===== config.mk =====
export PLATFORM = sky130hd
export DESIGN_NAME = hbd_cell
export DESIGN_NICKNAME = d
export VERILOG_FILES = /design/src/hbd_pkg.sv /design/src/hbd_cell.sv
export SDC_FILE = /design/constraint.sdc
export NUM_CORES = 1
export LEC_CHECK = 0
export BUFFER_PORTS_ARGS = -buffer_cell sky130_fd_sc_hd__buf_2
export CAP_MARGIN = 20
export CORE_MARGIN = 4
export CORE_UTILIZATION = 46
export DETAILED_ROUTE_END_ITERATION = 7
export PLACE_DENSITY = 0.82
export SYNTH_ARGS = -nofsm -noshare
export SYNTH_HDL_FRONTEND = slang
export SYNTH_SLANG_ARGS = --single-unit
export TNS_END_PERCENT = 100

===== constraint.sdc =====
create_clock -name clk_i -period 1.7 [get_ports clk_i]
set_input_delay 0.51 -clock clk_i [delete_from_list [all_inputs] [get_ports clk_i]]
set_output_delay 0.51 -clock clk_i [all_outputs]
set_load 0.05 [all_outputs]

===== src/hbd_pkg.sv =====
// package: shared constants and types of the halfband decimator
package hbd_pkg;
  localparam int unsigned MaxTaps   = 32;
  localparam int unsigned NumBanks  = 4;
  localparam int unsigned NumCoeffs = NumBanks * 4;
  localparam int unsigned TapW      = 6;
  localparam int unsigned SampW     = 16;
  localparam int unsigned CfgW      = 64;
  localparam int unsigned IdxW      = 3;
  localparam int unsigned AccW      = 40;

  localparam logic [IdxW-1:0] RegTapCount = 3'd0;
  localparam logic [IdxW-1:0] RegBank0    = 3'd1;
  localparam logic [IdxW-1:0] RegBank1    = 3'd2;
  localparam logic [IdxW-1:0] RegBank2    = 3'd3;
  localparam logic [IdxW-1:0] RegBank3    = 3'd4;

  typedef logic signed [SampW-1:0] samp_t;
  typedef logic signed [AccW-1:0]  acc_t;

  typedef struct packed {
    samp_t i;
    samp_t q;
  } iq_t;

  typedef enum logic [1:0] {
    StIdle,
    StRun,
    StOut
  } state_e;
endpackage


===== src/hbd_cell.sv =====
// module: one delay line cell holding even and odd complex samples
module hbd_cell (
  input  logic          clk_i,
  input  logic          rst_ni,
  input  logic          shift_even_i,
  input  logic          load_odd_i,
  input  logic          rot_i,
  input  hbd_pkg::iq_t  even_in_i,
  input  hbd_pkg::iq_t  odd_in_i,
  input  hbd_pkg::iq_t  odd_new_i,
  output hbd_pkg::iq_t  even_o,
  output hbd_pkg::iq_t  odd_o
);
  hbd_pkg::iq_t even_q, odd_q;

  // shift_even moves even and odd one place down together
  always_ff @(posedge clk_i or negedge rst_ni) begin
    if (!rst_ni) begin
      even_q <= '0;
      odd_q  <= '0;
    end else if (shift_even_i) begin
      even_q <= even_in_i;
      odd_q  <= odd_in_i;
    end else if (load_odd_i) begin
      odd_q <= odd_new_i;
    end else if (rot_i) begin
      even_q <= even_in_i;
      odd_q  <= odd_in_i;
    end
  end

  assign even_o = even_q;
  assign odd_o  = odd_q;
endmodule


==> impl_metrics.toml <==
[logic_synthesis]
synth.cell_area_um2 = 3060
synth.distinct_cells = 18
synthCells = 252
synth-seq-cells = 64
syn_nets = 353
synth.yosys.warnings = 0
synth.avg_cell_area_um2 = 12.1
ys_seq_area_frac = 0.524

[routing]
routed_wl_um = 8220
via_count = 2668
detail_route.iter0.violations = 116
viasPerCell = 5.35
firstDrtPassIters = 4
detail_route.wl_per_cell_um = 16.5
drc = 0
drt.antenna.violating_nets = 0

[cts]
cts_tree = "done"
cts_buffer_depth = 2
clkTransAtPathRegs_ns = 0.08
cts-root-buf = "clkbuf_8"
cts_max_level = 3
postCtsSetupBuffers = 0
clock-sinks = 64
cts_buffers = 9
clkLatencyLatePin_ns = 0.33
cts_hold_buf = 0
cts.repair.resized = 0

[placed_design]
dp_hpwl_um = 5970
dp_slack_ns = 0.116
gp_congestion = 0.717
port_buffers = 164

[setup_path]
crit_path_cell_trace = "buf_2"
crit_start = "even_o[12]"
r2r-start = "odd_o[30]"
critPathRequiredTime_ns = 1.19
startpoint_type = "register"
crit_fanout = 2
end_kind = "primary output"
slowest_stage = "dfrtp_1"
cp_top_family = "flip-flops"
arrival_ns = 0.98
critPathMaxStageDelay_ns = 0.38
rrSetupSlack_ns = 0.81
path_class = "reg -> out"
path_buf_inv = 1

[timing]
fmax_mhz = 672
setup_viol = 0
fin_skew_ns = 0
final_max_slew_viol_count = 0
relSlewSlack = 0.761
fin_crit_sh = 0.875
tightest_slew_ns = 0.359
rsz0062_at_grt = "false"
setup_tns_ns = 0
fin_ws_ns = 0.212
timing.final.crit_period_ns = 1.49
report.final.hold_viol_count = 0

[final_layout]
drive_above_1_share = 0.545
num_antenna_cells = 0
nFillCells = 519
layout_common_cells = "buf_2 (164), dfrtp_1 (64), a21oi_1 (32)"
final_common_cell = "buf_2"
syn_to_final_growth_pct = 36.5
seq_area_um2 = 1600
multi_input_area_um2 = 1310
fin_nets = 518

[pwr]
cellPowerDensity_nw_per_um2 = 1010
irDropWorstVdd_uv = 757
cellLeakagePower_uw = 0.00211

[grt]
antenna_found_initial = 0
grt_pass1_wl_um = 12300
grt_overflow = 0
track_usage = 0.200
grt_max_degree = 55
grt_pass1_vias = 2654

[outcome]
status = "completed"

[floorplan]
die_width_um = 89.6
fp-row-count = 29
die_h_um = 89.6
die_area_um2 = 8020
initial_utilization = 0.479
num_io_pins = 165
core_um2 = 6390

[worst_hold_path]
hold_class = "in -> async"

[run]
maxCapViolations = 0
-- metal layers --
| layer | global-route usage | share of wire | vias up |
|---|---|---|---|
| li1 | - | - | 1262 |
| met1 | 0.244 | 0.40 | 1274 |
| met2 | 0.342 | 0.49 | 119 |
| met3 | 0.0488 | 0.092 | 13 |
| met4 | 0.0731 | 0.011 | 0 |
| met5 | 0 | 0 | - |
-- kinds of logic after synthesis --
logic type      share of synthesized area
simple gates                        0.142
buf+inv                            0.0503
mux                                 0.153
compound gates                      0.131
flops                               0.524
-- synthesized netlist by cell type --
cell,n,area (um2)
dfrtp_1,64,1600
a21oi_1,32,160
a22oi_1,31,233
nand2_1,31,116
nor4b_1,31,272
mux2_4,29,435
buf_2,12,60.1
clkbuf_1,7,26.3
buf_8,3,45.0
mux2_2,3,33.8
buf_1,2,7.51
buf_6,1,11.3
inv_1,1,3.75
nor2_8,1,20.0
nor2b_1,1,6.26
nor2b_4,1,13.8
nor3_1,1,5.00
o22a_1,1,8.76
-- power by group --
group | total (uW) | switching [uW] | internal (uW) | leakage (uW)
Sequential | 1760 | 79.6 | 1680 | 0.000753
Combinational | 1300 | 876 | 428 | 0.00126
Clock | 1150 | 617 | 528 | 0.0000889
-- sequential cells by signal (all words and copies together), names as in the netlist --
register and count:
even_o 32, odd_o 32
-- path summary, 6_finish.rpt --
check                           cells after the start          to
worst max-delay path                                1  even_o[12]
worst min-delay path                                1  even_o[11]
worst max register to register                      3   odd_o[30]
worst min register to register                      1   even_o[0]
max in group asynchronous                           2    odd_o[9]
min in group clk_i                                  3   odd_o[24]
-- layout make-up --
cell class,count,area share
Inverter,1,0.000899
Sequential cell,64,0.383
Tap cell,77,0.0231
Clock buffer,9,0.0297
Clock inverter,7,0.0117
Multi-Input combinational cell,162,0.313
Timing Repair Buffer,179,0.238
-- stage by stage --
stage	hold slack, ns	std cells	power (uW)	instance area (um2)	utilization
floorplan	0.214	252	2680	3060	-
global route	0.0435	499	4420	4180	0.654
detailed placement	0.406	483	3100	4000	0.627
finish	0.0432	499	4200	4180	0.654
global placement	0.393	483	3070	4000	0.627
CTS	0.0354	499	4240	4180	0.654
(Power assumes the default switching activity.)
