File: config.mk
export PLATFORM = sky130hd
export DESIGN_NAME = hbd_mac
export DESIGN_NICKNAME = d
export VERILOG_FILES = /design/src/hbd_pkg.sv /design/src/hbd_mac.sv
export SDC_FILE = /design/constraint.sdc
export NUM_CORES = 1
export LEC_CHECK = 0
export BUFFER_PORTS_ARGS = -buffer_cell sky130_fd_sc_hd__buf_2
export CORE_MARGIN = 2
export CORE_UTILIZATION = 25
export CTS_CLUSTER_SIZE = 10
export DETAILED_ROUTE_END_ITERATION = 10
export GPL_TIMING_DRIVEN = 0
export PLACE_DENSITY = 0.49
export SKIP_CTS_REPAIR_TIMING = 1
export SLEW_MARGIN = 10
export SYNTH_ARGS = -nofsm -noshare
export SYNTH_HDL_FRONTEND = slang
export SYNTH_SLANG_ARGS = --single-unit
File: constraint.sdc
create_clock -name clk_i -period 15.06 [get_ports clk_i]
set_clock_uncertainty 0.15 [all_clocks]
set_input_delay 4.518 -clock clk_i [delete_from_list [all_inputs] [get_ports clk_i]]
set_output_delay 4.518 -clock clk_i [all_outputs]
set_load 0.03 [all_outputs]
File: src/hbd_pkg.sv
// package: shared constants and types of the halfband decimator
package hbd_pkg;
  localparam int unsigned MaxTaps   = 32;
  localparam int unsigned NumBanks  = 4;
  localparam int unsigned NumCoeffs = NumBanks * 4;
  localparam int unsigned TapW      = 6;
  localparam int unsigned SampW     = 16;
  localparam int unsigned CfgW      = 64;
  localparam int unsigned IdxW      = 3;
  localparam int unsigned AccW      = 40;

  localparam logic [IdxW-1:0] RegTapCount = 3'd0;
  localparam logic [IdxW-1:0] RegBank0    = 3'd1;
  localparam logic [IdxW-1:0] RegBank1    = 3'd2;
  localparam logic [IdxW-1:0] RegBank2    = 3'd3;
  localparam logic [IdxW-1:0] RegBank3    = 3'd4;

  typedef logic signed [SampW-1:0] samp_t;
  typedef logic signed [AccW-1:0]  acc_t;

  typedef struct packed {
    samp_t i;
    samp_t q;
  } iq_t;

  typedef enum logic [1:0] {
    StIdle,
    StRun,
    StOut
  } state_e;
endpackage

File: src/hbd_mac.sv
// module: multiply-accumulate unit fed one tap pair per cycle while en_i is high
module hbd_mac (
  input  logic                 clk_i,
  input  logic                 rst_ni,
  input  logic                 clear_i,
  input  logic                 en_i,
  input  logic signed [15:0]   coeff_i,
  input  hbd_pkg::samp_t       a_i,
  input  hbd_pkg::samp_t       b_i,
  output hbd_pkg::acc_t        acc_o
);
  hbd_pkg::acc_t acc_q;
  logic signed [16:0] sum;
  logic signed [33:0] prod;

  assign sum  = 17'(a_i) + 17'(b_i);
  assign prod = 34'(coeff_i) * 34'(sum);

  always_ff @(posedge clk_i or negedge rst_ni) begin
    if (!rst_ni) begin
      acc_q <= '0;
    end else if (clear_i) begin
      acc_q <= '0;
    end else if (en_i) begin
      acc_q <= acc_q + hbd_pkg::AccW'(prod);
    end
  end

  assign acc_o = acc_q;
endmodule

==> flow_metrics.tcl, run 1 <==
set metrics [dict create \
    critical_path.startpoint_type "primary input" \
    drc 0 \
    cp-endpoint "acc_o[39]" \
    ys.flop_type "dfrtp_1" \
    nNetsFinal 2302 \
    critPathLaunch "b_i[0]" \
    cp_data_arrival_time_ps 13840 \
    yosysMostFrequentCell "inv_1" \
    finalMaxSlewViolations 0 \
    gp_congestion 0.8435 \
    drive_above_1_share 0.06415 \
    yosys_warnings 0 \
    core-area_sq_um 60130 \
    dieHeight_um 250.4 \
    die_w_um 250.4 \
    die-area_sq_um 62690 \
    cts_sinks 40 \
    drt_iter0_markers 487 \
    critPathMaxStageDelay_ps 750 \
    cap_violations 0 \
    synth_top_cell_by_area "fa_1" \
    synth_top_area_frac 0.4512 \
    htreeDepth 2 \
    drt-vias-per-instance 4.338 \
    areaGrowthSynthToFinish_pct 10.42 \
    yosys-top-cells-count "inv_1, fa_1, nand2_1" \
    hold_class "register to register" \
    period_needed_ps 13800 \
    grt_pass1_wl_mm 68.92 \
    ff2ff_path_depth 19 \
    largest_register_ffs 40 \
    clk_pin_slew_worst_paths_ps 60 \
    tns_ps 0 \
    hold_viol 0 \
    postSynthCellCount 1682 \
    initial_core_util 0.2524 \
    seq_area_frac_synth 0.06596 \
    cts_tree "yes" \
    cp_data_required_time_ps 15100 \
    cts_buffer_depth 2 \
    status "complete, no violations" \
    finalWirelength_mm 42.60 \
    async_flop_share 1.000 \
    syn_area_per_cell_sq_um 9.022 \
    track_usage 0.1427 \
    r2r_end "acc_o[39]" \
    cts_made_buffers 5 \
    rows 90 \
    cts-root-buf "clkbuf_16" \
    grt_pass1_vias 12230 \
    synth_area_sq_um 15180 \
    slew_headroom 0.1874 \
    criticalPathCategory "primary input to register" \
    path_max_fanout 10 \
    portBuffers 87 \
    cp_common_cell "fa_1" \
    grt_max_degree 41 \
    rsz0062_at_grt "false" \
    first_pass_iters 5 \
    setup_violations 0 \
    ys_types 66 \
    syn_nets 2207 \
    clock.fmax_mhz 72.46 \
    wl_per_cell_um 16.64 \
    synth-edff-count 0 \
    setup_ws_ps 1259 \
    insertion_delay_ps 300 \
    synth-seq-cells 40 \
    netlist_top_cells_area "fa_1, inv_1, ha_1, dfrtp_1, and2_1" \
    reg2reg_slack_ps 9070 \
    antenna_found_initial 0 \
    worst_slew_pin_slew_ps 1215 \
    dp_hpwl_mm 37.08 \
    cp_slowest_cell "xnor2_1" \
    vias 11110 \
    io_pins 92 \
    min_period_over_period 0.9164 \
    timing.rr.start "acc_o[15]" \
    ant_nets 0 \
    crit_path_end_kind "register" \
    place_ws_ps 969.0 \
    grt_overflow 0 \
]
## cells in the final DEF, fill, tap and decap left out, types with 3 or more instances in the layout
master / netlist / routed
a211o_1: 3 / 3
a211oi_1: 4 / 4
a21o_1: 16 / 16
a21o_2: 3 / 3
a21oi_1: 44 / 44
a22o_1: 6 / 6
a31oi_1: 6 / 6
a32oi_1: 3 / 3
and2_1: 109 / 109
buf_2: 3 / 90
clkbuf_1: 41 / 42
clkbuf_16: 0 / 5
dfrtp_1: 40 / 40
fa_1: 342 / 342
ha_1: 131 / 131
inv_1: 475 / 475
mux2i_1: 19 / 19
nand2_1: 164 / 164
nand2b_1: 10 / 10
nand3_1: 13 / 13
nand4_1: 4 / 4
nor2_1: 80 / 80
nor2b_1: 15 / 15
nor3_1: 12 / 12
o211ai_1: 8 / 8
o21ai_0: 21 / 21
o21bai_1: 6 / 6
or3_1: 6 / 6
xnor2_1: 39 / 39
xor2_1: 9 / 9
## stage by stage
stage	hold WS, ps	cell area, sq um	std cells	util
after floorplan	544.0	15180	1682	-
after global routing	425.1	16750	2559	0.2786
after CTS	393.0	16750	2559	0.2786
after detailed placement	379.0	16620	2552	0.2764
final	400.7	16760	2560	0.2787
after global placement	384.4	16590	2551	0.2759
## routing by layer
metal	vias to the layer above	track usage	share of wire
met5	-	0	0
met1	5677	0.1943	0.46
met4	0	0.02840	0.019
li1	5181	-	-
met2	210	0.2426	0.49
met3	37	0.01902	0.039
## kinds of logic after synthesis
logic type / share of synthesized area
buf+inv: 0.1307
fa+ha+maj: 0.5592
simple gates: 0.1382
compound gates: 0.06579
xor+xnor: 0.02770
flops: 0.06596
mux: 0.01253
## worst min-delay path by stage
stage,endpoint,depth (start not counted),start,slack (ps)
finish,acc_o[21],1,acc_o[21],400
global route,acc_o[21],1,acc_o[21],430
CTS,acc_o[21],1,acc_o[21],390
detailed placement,acc_o[21],1,acc_o[21],380
global placement,acc_o[21],1,acc_o[21],380
floorplan,acc_o[38],2,acc_o[38],540
## worst max-delay path: cells and delay by family
kind	cells	cell delay (ps)
simple gates	6	1130
xor+xnor	2	900
compound gates	9	2530
fa+ha+maj	9	3990
buf+inv	6	720
## area by class of cell
cell class	count	area, sq um
clock inverters	1	5.005
flip-flops and latches	40	1001
diodes	1	2.502
well taps	782	978.4
fillers	6580	43380
clock buffers	6	128.9
plain buffers	48	200.2
inverters	475	1783
multi-input cells	1119	12200
repair buffers	88	455.4
Power of run 1 is left out: the tool's default activity adds up to more than one toggle a clock period on the data nets, which glitch-free logic cannot reach.
==> run 2: changes to the inputs <==
--- a/config.mk
+++ b/config.mk
@@ -5,13 +5,13 @@
 export SDC_FILE = /design/constraint.sdc
 export NUM_CORES = 1
 export LEC_CHECK = 0
-export BUFFER_PORTS_ARGS = -buffer_cell sky130_fd_sc_hd__buf_2
 export CORE_MARGIN = 2
 export CORE_UTILIZATION = 25
 export CTS_CLUSTER_SIZE = 10
 export DETAILED_ROUTE_END_ITERATION = 10
+export DONT_BUFFER_PORTS = 1
 export GPL_TIMING_DRIVEN = 0
-export PLACE_DENSITY = 0.49
+export PLACE_DENSITY = 0.47
 export SKIP_CTS_REPAIR_TIMING = 1
 export SLEW_MARGIN = 10
 export SYNTH_ARGS = -nofsm -noshare
==> flow_metrics.tcl, run 2 (synthesized netlist as in run 1, its figures left out) <==
set metrics [dict create \
    die-area_sq_um 62690 \
    cts_buffer_depth 2 \
    io_pins 92 \
    cap_violations 0 \
    grt_pass1_wl_mm 68.87 \
    drive_above_1_share 0.01598 \
    cp_data_required_time_ps 15100 \
    grt_pass1_vias 11860 \
    vias 10800 \
    rows 90 \
    first_pass_iters 5 \
    core-area_sq_um 60130 \
    tns_ps 0 \
    htreeDepth 2 \
    grt_max_degree 41 \
    hold_class "register to register" \
    cts_made_buffers 5 \
    cts_sinks 40 \
    critPathMaxStageDelay_ps 820 \
    track_usage 0.1444 \
    cp_slowest_cell "xnor2_1" \
    cp_common_cell "fa_1" \
    cp_data_arrival_time_ps 13860 \
    crit_path_end_kind "register" \
    gp_congestion 0.8387 \
    drc 0 \
    insertion_delay_ps 310 \
    slew_headroom 0.1473 \
    worst_slew_pin_slew_ps 1270 \
    period_needed_ps 13820 \
    dp_hpwl_mm 37.63 \
    dieHeight_um 250.4 \
    ant_nets 0 \
    hold_viol 0 \
    finalMaxSlewViolations 0 \
    initial_core_util 0.2524 \
    largest_register_ffs 40 \
    antenna_found_initial 1 \
    drt-vias-per-instance 4.366 \
    wl_per_cell_um 17.40 \
    finalWirelength_mm 43.06 \
    rsz0062_at_grt "false" \
    die_w_um 250.4 \
    clock.fmax_mhz 72.36 \
    drt_iter0_markers 499 \
    setup_violations 0 \
    portBuffers 0 \
    clk_pin_slew_worst_paths_ps 60 \
    cts-root-buf "clkbuf_16" \
    path_max_fanout 10 \
    areaGrowthSynthToFinish_pct 7.569 \
    mostFrequentLayoutCells "inv_1, fa_1, nand2_1, ha_1, and2_1" \
    status "complete, no violations" \
    min_period_over_period 0.9177 \
    layout_commonest_cell "inv_1" \
    criticalPathCategory "primary input to register" \
    nNetsFinal 2215 \
    cts_tree "yes" \
    grt_overflow 0 \
    critical_path.startpoint_type "primary input" \
]
-- run 2: critical path: cells and delay by family --
family	cells	cell delay [ps]
AOI/OAI and AO/OA	9	2620
xor gates and xnor gates	2	980
adders and majority gates	9	3990
buffers and inverters	5	610
and+or+nand+nor	6	1110
-- run 2: final timing paths --
| check | slack, ps | to | startpoint | depth (start not counted) |
|---|---|---|---|---|
| min in group asynchronous | 3750 | acc_o[29] | rst_ni | 0 |
| max in group asynchronous | 10880 | acc_o[11] | rst_ni | 0 |
| max | 1240 | acc_o[39] | a_i[0] | 31 |
| min | 630 | acc_o[38] | acc_o[38] | 2 |
| min reg2reg | 630 | acc_o[38] | acc_o[38] | 2 |
| max reg2reg | 8730 | acc_o[39] | acc_o[15] | 19 |
-- run 2: cell type report --
| cell class | count | area [sq um] |
|---|---|---|
| Timing Repair Buffer | 1 | 20.02 |
| Inverter | 475 | 1783 |
| Fill cell | 6551 | 43810 |
| Buffer | 48 | 200.2 |
| Clock inverter | 1 | 5.005 |
| Sequential cell | 40 | 1001 |
| Multi-Input combinational cell | 1119 | 12200 |
| Clock buffer | 6 | 128.9 |
| Tap cell | 782 | 978.4 |
| Antenna cell | 2 | 5.005 |
-- run 2: per-layer routing --
metal | part of all wire | vias to the layer above | global-route usage
met5 | 0 | - | 0
met4 | 0.020 | 0 | 0.03045
met3 | 0.054 | 40 | 0.02671
met2 | 0.49 | 221 | 0.2439
met1 | 0.44 | 5538 | 0.1927
li1 | - | 5002 | -
-- run 2: per-stage QoR --
step                instances  worst slack (ps)  hold slack (ps)  cell area, sq um    util
floorplan                1682              2647            544.0             15180       -
global placement         2464              1086            597.2             16150  0.2686
detailed placement       2465             987.6            606.0             16190  0.2692
CTS                      2472              1286            631.8             16320  0.2714
global route             2472             724.2            655.3             16320  0.2714
finish                   2474              1240            626.9             16320  0.2715
Power of run 2 is left out for the same reason.
==> run 3: changes to the inputs <==
--- a/config.mk
+++ b/config.mk
@@ -11,7 +11,7 @@
 export DETAILED_ROUTE_END_ITERATION = 10
 export DONT_BUFFER_PORTS = 1
 export GPL_TIMING_DRIVEN = 0
-export PLACE_DENSITY = 0.47
+export PLACE_DENSITY = 0.48
 export SKIP_CTS_REPAIR_TIMING = 1
 export SLEW_MARGIN = 10
 export SYNTH_ARGS = -nofsm -noshare
==> flow_metrics.tcl, run 3 (synthesized netlist as in run 1, its figures left out) <==
set metrics [dict create \
    drive_above_1_share 0.01657 \
    crit_path_end_kind "register" \
    insertion_delay_ps 310 \
    grt_max_degree 41 \
    core-area_sq_um 60130 \
    antenna_found_initial 1 \
    cts_tree "yes" \
    rsz0062_at_grt "false" \
    slew_headroom 0.1531 \
    dp_hpwl_mm 37.58 \
    wl_per_cell_um 17.39 \
    tns_ps 0 \
    areaGrowthSynthToFinish_pct 7.676 \
    hold_class "register to register" \
    dieHeight_um 250.4 \
    htreeDepth 2 \
    critPathMaxStageDelay_ps 770 \
    period_needed_ps 13790 \
    drt_iter0_markers 537 \
    rows 90 \
    first_pass_iters 5 \
    grt_overflow 0 \
    ff2ff_path_depth 19 \
    critPathLaunch "a_i[0]" \
    min_period_over_period 0.9159 \
    cp_slowest_cell "xnor2_1" \
    vias 10860 \
    io_pins 92 \
    nNetsFinal 2215 \
    timing.rr.start "acc_o[15]" \
    cts_sinks 40 \
    cp_data_required_time_ps 15090 \
    reg2reg_slack_ps 8790 \
    cts_made_buffers 5 \
    finalMaxSlewViolations 0 \
    criticalPathCategory "primary input to register" \
    layout_commonest_cell "inv_1" \
    mostFrequentLayoutCells "inv_1, fa_1, nand2_1, ha_1, and2_1" \
    largest_register_ffs 40 \
    drc 0 \
    worst_slew_pin_slew_ps 1261 \
    initial_core_util 0.2524 \
    ant_nets 0 \
    cp_common_cell "fa_1" \
    cp-endpoint "acc_o[33]" \
    drt-vias-per-instance 4.390 \
    grt_pass1_vias 11940 \
    cp_data_arrival_time_ps 13820 \
    clk_pin_slew_worst_paths_ps 70 \
    path_max_fanout 10 \
    setup_violations 0 \
    grt_pass1_wl_mm 68.64 \
    portBuffers 0 \
    critical_path.startpoint_type "primary input" \
    hold_viol 0 \
    clock.fmax_mhz 72.50 \
    r2r_end "acc_o[33]" \
    die_w_um 250.4 \
    track_usage 0.1436 \
    gp_congestion 0.8354 \
    finalWirelength_mm 43.01 \
    cts-root-buf "clkbuf_16" \
    die-area_sq_um 62690 \
    cts_buffer_depth 2 \
    cap_violations 0 \
    status "complete, no violations" \
]
-- run 3: changes by cell type in the layout (fill, tap and decap cells not counted), sizes merged --
cell,change
clkbuf,+1
clkinv,-1
diode,-1
-- run 3: worst min path at each step --
stage	start	to	slack, ps	cells after the start
after floorplan	acc_o[38]	acc_o[38]	540	2
after CTS	acc_o[33]	acc_o[33]	610	2
after global routing	acc_o[33]	acc_o[33]	640	2
after detailed placement	acc_o[33]	acc_o[33]	590	2
final	acc_o[33]	acc_o[33]	620	2
after global placement	acc_o[33]	acc_o[33]	600	2
-- run 3: area by class of cell --
type,instances,area (sq um)
fillers,6618,43790
multi-input cells,1119,12200
inverters,475,1783
flip-flops and latches,40,1001
well taps,782,978.4
plain buffers,48,200.2
clock buffers,7,152.6
repair buffers,1,20.02
diodes,1,2.502
-- run 3: worst max-delay path, delay by kind of cell --
kind | cells | cell delay [ps]
AO/OA/AOI/OAI | 9 | 2640
XOR/XNOR | 1 | 770
buffers and inverters | 5 | 630
AND/OR/NAND/NOR | 7 | 1230
adder cells (fa/ha/maj) | 9 | 4010
-- run 3: metrics by stage --
stage          utilization  instance area [sq um]  hold WS [ps]  std cells  setup slack [ps]
2_1_floorplan            -                  15180         544.0       1682              2647
3_3_place_gp        0.2686                  16150         595.4       2464              1144
3_5_place_dp        0.2692                  16190         585.0       2465              1132
4_1_cts             0.2717                  16340         608.0       2472              1403
5_1_grt             0.2717                  16340         641.7       2472             872.7
6_report            0.2717                  16340         618.4       2473              1267
-- run 3: layer usage --
| metal | vias up | routed length (um) | GRT usage | part of all wire |
|---|---|---|---|---|
| li1 | 4990 | - | - | - |
| met1 | 5608 | 18800 | 0.1900 | 0.44 |
| met2 | 223 | 21150 | 0.2448 | 0.49 |
| met3 | 35 | 2323 | 0.02837 | 0.054 |
| met4 | 0 | 728 | 0.02635 | 0.017 |
| met5 | - | 0 | 0 | 0 |
Power of run 3 is left out for the same reason.
